--- src/rtl/pswc_pkg.sv ---
// ============================================================================
// pswc_pkg: shared types and codes for the pressure-switch output channel
// Holds the item structs, request and mode codes and configuration indexes.
// ============================================================================
package pswc_pkg;

    // Request codes carried by an input item
    localparam logic [1:0] REQ_SCAN  = 2'd0;
    localparam logic [1:0] REQ_ARM   = 2'd1;
    localparam logic [1:0] REQ_CLEAR = 2'd2;

    // Evaluation modes
    localparam logic [1:0] MODE_SIMPLE = 2'd0;
    localparam logic [1:0] MODE_LAG    = 2'd1;
    localparam logic [1:0] MODE_WINDOW = 2'd2;

    // Configuration register indexes
    localparam int unsigned CFG_INDEX_W = 3;
    localparam logic [CFG_INDEX_W-1:0] CFG_MODE          = 3'd0;
    localparam logic [CFG_INDEX_W-1:0] CFG_THRESHOLD     = 3'd1;
    localparam logic [CFG_INDEX_W-1:0] CFG_PEAK_LEVEL    = 3'd2;
    localparam logic [CFG_INDEX_W-1:0] CFG_VALLEY_LEVEL  = 3'd3;
    localparam logic [CFG_INDEX_W-1:0] CFG_HYSTERESIS    = 3'd4;
    localparam logic [CFG_INDEX_W-1:0] CFG_RESPONSE_TIME = 3'd5;
    localparam logic [CFG_INDEX_W-1:0] CFG_ACTIVE_LEVEL  = 3'd6;

    localparam int unsigned CFG_DATA_W = 32;

    typedef struct packed {
        logic [1:0]         req_type;
        logic signed [31:0] pressure;
        logic [31:0]        now_tick;
    } in_item_t;

    typedef struct packed {
        logic output_on;
        logic drive_level;
    } out_item_t;

endpackage

--- src/rtl/pressure_switch_output_channel.sv ---
// ============================================================================
// pressure_switch_output_channel: one pressure-switch output channel
// Comparator with hysteresis, lag and window modes and a tick-based on-delay.
// ============================================================================
//
//  channel | handshake             | payload     | direction
//  --------+-----------------------+-------------+----------
//  in      | in_valid / in_stall   | in_item_t   | into block
//  out     | out_valid / out_stall | out_item_t  | out of block
//  cfg     | cfg_wr_en             | cfg_index,  | into block
//          |                       | cfg_wr_data |
//
//  One item is taken per cycle while in_stall is low; its state update and
//  result are formed in the cycle it is accepted, and the result is held in
//  the output register, or in a one-entry skid stage while the output stalls:
//  in_stall rises only when both hold an undelivered item.
//  Reset clears all channel state and loads the register defaults
//  (active_level 1, all others 0). No clearing pass is needed.
//
module pressure_switch_output_channel
    import pswc_pkg::*;
(
    input  logic                   clk,
    input  logic                   rst_n,
    input  logic                   cfg_wr_en,
    input  logic [CFG_INDEX_W-1:0] cfg_index,
    input  logic [CFG_DATA_W-1:0]  cfg_wr_data,
    input  logic                   in_valid,
    output logic                   in_stall,
    input  in_item_t               in_item,
    output logic                   out_valid,
    input  logic                   out_stall,
    output out_item_t              out_item
);

    // Configuration registers
    logic [1:0]         mode_reg;
    logic signed [31:0] threshold_reg;
    logic signed [31:0] peak_level_reg;
    logic signed [31:0] valley_level_reg;
    logic signed [31:0] hysteresis_reg;
    logic [30:0]        response_time_reg;
    logic               active_level_reg;

    // Channel state
    logic        armed_reg,         armed_next;
    logic        cond_met_reg,      cond_met_next;
    logic        timing_reg,        timing_next;
    logic        is_on_reg,         is_on_next;
    logic        window_inside_reg, window_inside_next;
    logic        off_pending_reg,   off_pending_next;
    logic        off_sent_reg,      off_sent_next;
    logic [31:0] start_tick_reg,    start_tick_next;

    // Output register and skid stage
    logic      out_valid_reg;
    out_item_t out_item_reg;
    logic      skid_valid_reg;
    out_item_t skid_item_reg;

    logic      in_acc;
    logic      res_valid;
    out_item_t res_item;

    // Comparison operands, widened to 33 bits so sums cannot wrap
    logic signed [32:0] p33;
    logic signed [32:0] thr33;
    logic signed [32:0] peak33;
    logic signed [32:0] valley33;
    logic signed [32:0] thr_hys33;
    logic signed [32:0] peak_hys33;
    logic signed [32:0] valley_hys33;
    logic [31:0]        elapsed;

    // Flags after mode evaluation
    logic ev_cond, ev_timing, ev_on, ev_win, ev_offp;

    assign in_acc    = in_valid && !in_stall;
    assign in_stall  = skid_valid_reg;
    assign out_valid = out_valid_reg;
    assign out_item  = out_item_reg;

    assign p33          = {in_item.pressure[31], in_item.pressure};
    assign thr33        = {threshold_reg[31], threshold_reg};
    assign peak33       = {peak_level_reg[31], peak_level_reg};
    assign valley33     = {valley_level_reg[31], valley_level_reg};
    assign thr_hys33    = thr33 + {hysteresis_reg[31], hysteresis_reg};
    assign peak_hys33   = peak33 + {hysteresis_reg[31], hysteresis_reg};
    assign valley_hys33 = valley33 + {hysteresis_reg[31], hysteresis_reg};

    // Evaluate the selected mode on an armed sample
    always_comb
    begin
        ev_cond   = cond_met_reg;
        ev_timing = timing_reg;
        ev_on     = is_on_reg;
        ev_win    = window_inside_reg;
        ev_offp   = off_pending_reg;
        if (armed_reg)
        begin
            unique case (mode_reg)
                MODE_SIMPLE:
                begin
                    if (p33 > thr_hys33)
                    begin
                        ev_cond = 1'b1;
                    end
                    else if (p33 < thr33)
                    begin
                        ev_cond   = 1'b0;
                        ev_timing = 1'b0;
                        ev_on     = 1'b0;
                        ev_offp   = 1'b1;
                    end
                end
                MODE_LAG:
                begin
                    if (p33 > peak33)
                    begin
                        ev_cond = 1'b1;
                    end
                    else if (p33 < valley33)
                    begin
                        ev_cond   = 1'b0;
                        ev_timing = 1'b0;
                        ev_on     = 1'b0;
                        ev_offp   = 1'b1;
                    end
                end
                MODE_WINDOW:
                begin
                    // outside tests, which may move the inside flag
                    if (!ev_win)
                    begin
                        if (p33 > peak_hys33)
                        begin
                            ev_cond   = 1'b0;
                            ev_timing = 1'b0;
                            ev_on     = 1'b0;
                            ev_offp   = 1'b1;
                            ev_win    = 1'b1;
                        end
                        else if (p33 > valley_hys33)
                        begin
                            ev_cond = 1'b1;
                        end
                        else if (p33 < valley33)
                        begin
                            ev_cond   = 1'b0;
                            ev_timing = 1'b0;
                            ev_on     = 1'b0;
                            ev_offp   = 1'b1;
                            ev_win    = 1'b0;
                        end
                    end
                    // inside tests on the updated flag
                    if (ev_win)
                    begin
                        if (p33 < peak33 && p33 > valley33)
                        begin
                            ev_cond = 1'b1;
                        end
                        else if (p33 > peak_hys33)
                        begin
                            ev_cond   = 1'b0;
                            ev_timing = 1'b0;
                            ev_on     = 1'b0;
                            ev_offp   = 1'b1;
                        end
                        else if (p33 < valley33)
                        begin
                            ev_cond   = 1'b0;
                            ev_timing = 1'b0;
                            ev_on     = 1'b0;
                            ev_offp   = 1'b1;
                            ev_win    = 1'b0;
                        end
                    end
                end
                default:
                begin
                    // unused mode: nothing evaluated
                end
            endcase
        end
    end

    // Run the on-delay and form the result of one item
    always_comb
    begin
        armed_next         = armed_reg;
        cond_met_next      = cond_met_reg;
        timing_next        = timing_reg;
        is_on_next         = is_on_reg;
        window_inside_next = window_inside_reg;
        off_pending_next   = off_pending_reg;
        off_sent_next      = off_sent_reg;
        start_tick_next    = start_tick_reg;
        res_valid          = 1'b0;
        res_item           = '0;
        elapsed            = '0;

        unique case (in_item.req_type)
            REQ_ARM:
            begin
                armed_next = 1'b1;
            end
            REQ_CLEAR:
            begin
                armed_next         = 1'b0;
                cond_met_next      = 1'b0;
                timing_next        = 1'b0;
                is_on_next         = 1'b0;
                window_inside_next = 1'b0;
                off_pending_next   = 1'b0;
                off_sent_next      = 1'b0;
                start_tick_next    = '0;
            end
            REQ_SCAN:
            begin
                armed_next         = 1'b0;
                cond_met_next      = ev_cond;
                timing_next        = ev_timing;
                is_on_next         = ev_on;
                window_inside_next = ev_win;
                off_pending_next   = ev_offp;
                if (!ev_on)
                begin
                    // start timing on a fresh condition
                    if (!ev_timing && ev_cond)
                    begin
                        timing_next     = 1'b1;
                        cond_met_next   = 1'b0;
                        start_tick_next = in_item.now_tick;
                    end
                    elapsed = in_item.now_tick - start_tick_next;
                    if (timing_next && elapsed > {1'b0, response_time_reg})
                    begin
                        is_on_next           = 1'b1;
                        off_pending_next     = 1'b0;
                        off_sent_next        = 1'b0;
                        res_valid            = 1'b1;
                        res_item.output_on   = 1'b1;
                        res_item.drive_level = active_level_reg;
                    end
                end
                // emit a single off item
                if (off_pending_next && !off_sent_next)
                begin
                    off_sent_next        = 1'b1;
                    res_valid            = 1'b1;
                    res_item.output_on   = 1'b0;
                    res_item.drive_level = !active_level_reg;
                end
            end
            default:
            begin
                // unused request: ignore
            end
        endcase
    end

    // Configuration writes
    always_ff @(posedge clk or negedge rst_n)
    begin
        if (!rst_n)
        begin
            mode_reg          <= MODE_SIMPLE;
            threshold_reg     <= '0;
            peak_level_reg    <= '0;
            valley_level_reg  <= '0;
            hysteresis_reg    <= '0;
            response_time_reg <= '0;
            active_level_reg  <= 1'b1;
        end
        else if (cfg_wr_en)
        begin
            unique case (cfg_index)
                CFG_MODE:          mode_reg          <= cfg_wr_data[1:0];
                CFG_THRESHOLD:     threshold_reg     <= cfg_wr_data;
                CFG_PEAK_LEVEL:    peak_level_reg    <= cfg_wr_data;
                CFG_VALLEY_LEVEL:  valley_level_reg  <= cfg_wr_data;
                CFG_HYSTERESIS:    hysteresis_reg    <= cfg_wr_data;
                CFG_RESPONSE_TIME: response_time_reg <= cfg_wr_data[30:0];
                CFG_ACTIVE_LEVEL:  active_level_reg  <= cfg_wr_data[0];
                default:
                begin
                    // no register at this index: drop the write
                end
            endcase
        end
    end

    // Advance channel state on each accepted item
    always_ff @(posedge clk or negedge rst_n)
    begin
        if (!rst_n)
        begin
            armed_reg         <= 1'b0;
            cond_met_reg      <= 1'b0;
            timing_reg        <= 1'b0;
            is_on_reg         <= 1'b0;
            window_inside_reg <= 1'b0;
            off_pending_reg   <= 1'b0;
            off_sent_reg      <= 1'b0;
            start_tick_reg    <= '0;
        end
        else if (in_acc)
        begin
            armed_reg         <= armed_next;
            cond_met_reg      <= cond_met_next;
            timing_reg        <= timing_next;
            is_on_reg         <= is_on_next;
            window_inside_reg <= window_inside_next;
            off_pending_reg   <= off_pending_next;
            off_sent_reg      <= off_sent_next;
            start_tick_reg    <= start_tick_next;
        end
    end

    // Hold results in the output register, spilling into the skid stage
    always_ff @(posedge clk or negedge rst_n)
    begin
        if (!rst_n)
        begin
            out_valid_reg  <= 1'b0;
            skid_valid_reg <= 1'b0;
        end
        else if (!out_valid_reg || !out_stall)
        begin
            if (skid_valid_reg)
            begin
                out_valid_reg  <= 1'b1;
                skid_valid_reg <= 1'b0;
            end
            else
            begin
                out_valid_reg <= in_acc && res_valid;
            end
        end
        else if (in_acc && res_valid)
        begin
            skid_valid_reg <= 1'b1;
        end
    end

    // Payload of the output register and skid stage
    always_ff @(posedge clk)
    begin
        if (!out_valid_reg || !out_stall)
        begin
            if (skid_valid_reg)
            begin
                out_item_reg <= skid_item_reg;
            end
            else
            begin
                out_item_reg <= res_item;
            end
        end
        else if (in_acc && res_valid)
        begin
            skid_item_reg <= res_item;
        end
    end

endmodule

--- config.mk ---
export PLATFORM = sky130hd
export DESIGN_NAME = pressure_switch_output_channel
export DESIGN_NICKNAME = d
export VERILOG_FILES = /design/src/rtl/pswc_pkg.sv /design/src/rtl/pressure_switch_output_channel.sv
export SDC_FILE = /design/constraint.sdc
export NUM_CORES = 1
export LEC_CHECK = 0
export ABC_AREA = 1
export BUFFER_PORTS_ARGS = -buffer_cell sky130_fd_sc_hd__buf_2
export CAP_MARGIN = 20
export CORE_AREA = 2 2 288 290
export DETAILED_ROUTE_END_ITERATION = 7
export DIE_AREA = 0 0 290 292
export GPL_TIMING_DRIVEN = 0
export SYNTH_ARGS = -nofsm -noshare
export SYNTH_HDL_FRONTEND = slang
export SYNTH_SLANG_ARGS = --single-unit
--- constraint.sdc ---
create_clock -name clk -period 10.21 [get_ports clk]
set_clock_uncertainty 0.15 [all_clocks]
set_input_delay 1.021 -clock clk [delete_from_list [all_inputs] [get_ports clk]]
set_output_delay 1.021 -clock clk [all_outputs]
set_load 0.01 [all_outputs]
==> impl_metrics.env <==
export IMPL_synth_main_ff_cell="dfrtp_1"
export IMPL_ir_drop_mv=0.1409
export IMPL_synth_top_cells_by_count="nand2_1 (594), inv_1 (359), ha_1 (352)"
export IMPL_die_area_um2=84680
export IMPL_h_tree_depth=1
export IMPL_synth_warning_count=0
export IMPL_cp_startpoint="hysteresis_reg[0]"
export IMPL_synth_seq_cells=207
export IMPL_crit_slowest_cell="dfrtp_2"
export IMPL_yosysTopAreaCellShare=0.2604
export IMPL_leakage_nw=11.64
export IMPL_route_detailed_drc=0
export IMPL_fmax_mhz=103.3
export IMPL_clock_sinks=207
export IMPL_row_count=105
export IMPL_fin_util=0.2855
export IMPL_final_net_count=3246
export IMPL_worst_r2r_startpoint="hysteresis_reg[0]"
export IMPL_antenna_found_initial=15
export IMPL_overflow=0
export IMPL_max_slew_margin=0.3888
export IMPL_drv_slew=0
export IMPL_drt_iter0_drc=1363
export IMPL_end_kind="flip-flop"
export IMPL_cts_buffer_depth=3
export IMPL_r2r_end="skid_item_reg[0]"
export IMPL_die_y_um=292
export IMPL_clk_latency_ps=570
export IMPL_clk_pin_slew_ps=60
export IMPL_drive_above_1_share=0.1325
export IMPL_start_kind="flip-flop"
export IMPL_synth_most_common_cell="nand2_1"
export IMPL_ff2ff_path_depth=61
export IMPL_worstSetupPathType="reg2reg"
export IMPL_synthesis_nets=3055
export IMPL_setup_viol=0
export IMPL_routed_via_count=18244
export IMPL_grt_pass1_wl_um=100700
export IMPL_synth_area_um2=19410
export IMPL_grt_max_degree=109
export IMPL_cp_data_required_time_ps=10340
export IMPL_dr_pass1_iters=6
export IMPL_tightest_slew_ps=916.7
export IMPL_seq_area_frac_synth=0.2679
export IMPL_clockRootBuffer="clkbuf_16"
export IMPL_cpMostUsedCell="o21ai_2"
export IMPL_die_w_um=290
export IMPL_powerDensity_nw_per_um2=252.6
export IMPL_num_io_pins=110
export IMPL_synth_edff_count=4
export IMPL_layout_cells_non_filler=3873
export IMPL_start_util=0.2379
export IMPL_synth_avg_cell_area_um2=7.486
export IMPL_wirelength_um=66660
export IMPL_dpl_cell_count=3773
export IMPL_area_growth_synth_to_final_pct=19.99
export IMPL_cts_tree="done"
export IMPL_hold_violations=0
export IMPL_grt_usage=0.1524
export IMPL_period_share=0.9484
export IMPL_endpoint="skid_item_reg[0]"
export IMPL_hold_class="in2async"
export IMPL_drt_vias_per_instance=4.711
export IMPL_run_status="complete, no violations"
export IMPL_ys_types=50
export IMPL_finalCriticalPeriod_ps=9683
export IMPL_wire_per_inst_um=17.21
export IMPL_io_buffers=109
export IMPL_synthTopCellsByArea="dfrtp_1 (26%), ha_1 (23%), nand2_1 (11%)"
export IMPL_yosys_area_top_type="dfrtp_1"
export IMPL_globalplace_congestion=0.9362
export IMPL_grt_pass1_vias=17238
export IMPL_worstPathMaxFanout=7
export IMPL_detailed_place_hpwl_um=52770
export IMPL_ys_async_sr_fraction=0.9807
export IMPL_core_area_um2=81580
export IMPL_maxCapViolations=0
export IMPL_cts_buffers=27
export IMPL_synth_cells=2593
export IMPL_ff2ff_setup_slack_ps=530
export IMPL_slowest_delay_ps=480
export IMPL_ant_nets=0
export IMPL_arrival_ps=9820
critical path: cells and delay by family (launching register included):
family,cells,cell delay [ps]
DFF,1,480
buffers and inverters,3,440
xor gates and xnor gates,2,340
AOI/OAI and AO/OA,28,3950
adders and majority gates,6,1770
and+or+nand+nor,22,2260
placed cells by master, fill, tap and decap left out, types with 6 or more instances in the layout:
cell       Yosys  layout
a21oi_1      245     222
o211ai_1       9       9
o21bai_1       7       6
buf_4          0      52
xnor2_1       61      61
clkbuf_8       0       7
nor4_1        12      12
a21oi_2        9      24
a21oi_4        0       8
inv_1        359     358
o22ai_1       32      32
clkbuf_16      0      27
ha_1         352     343
nor2_2         1       9
a31oi_1       13      11
ha_4           0       8
nand2_1      594     570
xor2_1        59      59
dfrtp_1      202     199
a21boi_2       6      10
nand3_2        6      17
clkbuf_1      37      38
o21ai_0      255     244
a21o_1         6       6
o21ai_1       21      13
o21ai_2        8      24
nand3_1       63      49
nand2_2        5      24
nor3_1        19      17
buf_2          4     112
o21a_1        15      15
nor2_1       106      96
nand4_1       36      36
power by group:
part / internal (mW) / leakage [nW] / switching [mW]
registers: 1.00 / 2.62 / 0.161
logic: 1.54 / 8.58 / 2.20
clock network: 0.580 / 0.436 / 0.394
final cells by class:
class | count | area, um2
multi-input cells | 1984 | 13340
clock buffers | 38 | 787.0
flip-flops and latches | 207 | 5205
clock inverters | 8 | 92.59
fillers | 8837 | 58290
well taps | 1070 | 1339
plain buffers | 43 | 205.2
diodes | 2 | 5.005
inverters | 359 | 1348
repair buffers | 162 | 973.4
layer usage:
| metal | vias to the layer above | share of wire | GRT usage |
|---|---|---|---|
| li1 | 9165 | - | - |
| met1 | 8544 | 0.47 | 0.2091 |
| met2 | 437 | 0.45 | 0.2511 |
| met3 | 92 | 0.055 | 0.01918 |
| met4 | 6 | 0.026 | 0.04205 |
| met5 | - | 0.00069 | 0 |
cell families after synthesis:
kind of cell	synth area share
buf+inv	0.07838
xor+xnor	0.05414
fa+ha+maj	0.2310
flops	0.2679
compound gates	0.1861
simple gates	0.1824
repair_timing:
action | in CTS | in global routing
buffers inserted | 9 | 43
gates resized for setup | 47 | 127
hold buffers | 0 | 0
pin swaps | 16 | 87
cloned | 0 | 0
endpoints found under the hold margin | 0 | 0
endpoints found under the setup margin | 11 | 11
how the worst min path moves through the flow:
| stage | startpoint | end | slack, ps | cells after the start |
|---|---|---|---|---|
| after floorplan | response_time_reg[10] | response_time_reg[10] | 300 | 2 |
| after global placement | response_time_reg[30] | response_time_reg[30] | 320 | 2 |
| after detailed placement | response_time_reg[4] | response_time_reg[4] | 320 | 2 |
| after CTS | response_time_reg[14] | response_time_reg[14] | 340 | 2 |
| after global routing | response_time_reg[12] | response_time_reg[12] | 360 | 2 |
| final | rst_n | start_tick_reg[25] | 300 | 1 |
through the flow:
stage,hold slack (ps),area [um2],setup slack [ps],TNS (ps),power (mW)
floorplan,303.0,19410,1084,0,3.668
global placement,318.9,21300,-1024,-8837,4.457
detailed placement,324.5,21330,-1150,-10190,4.522
CTS,340.0,22450,43.09,0,5.604
global route,362.6,23290,-227.5,-1468,6.466
finish,304.0,23290,527.0,0,5.883
Power figures use the tool's default switching activity.
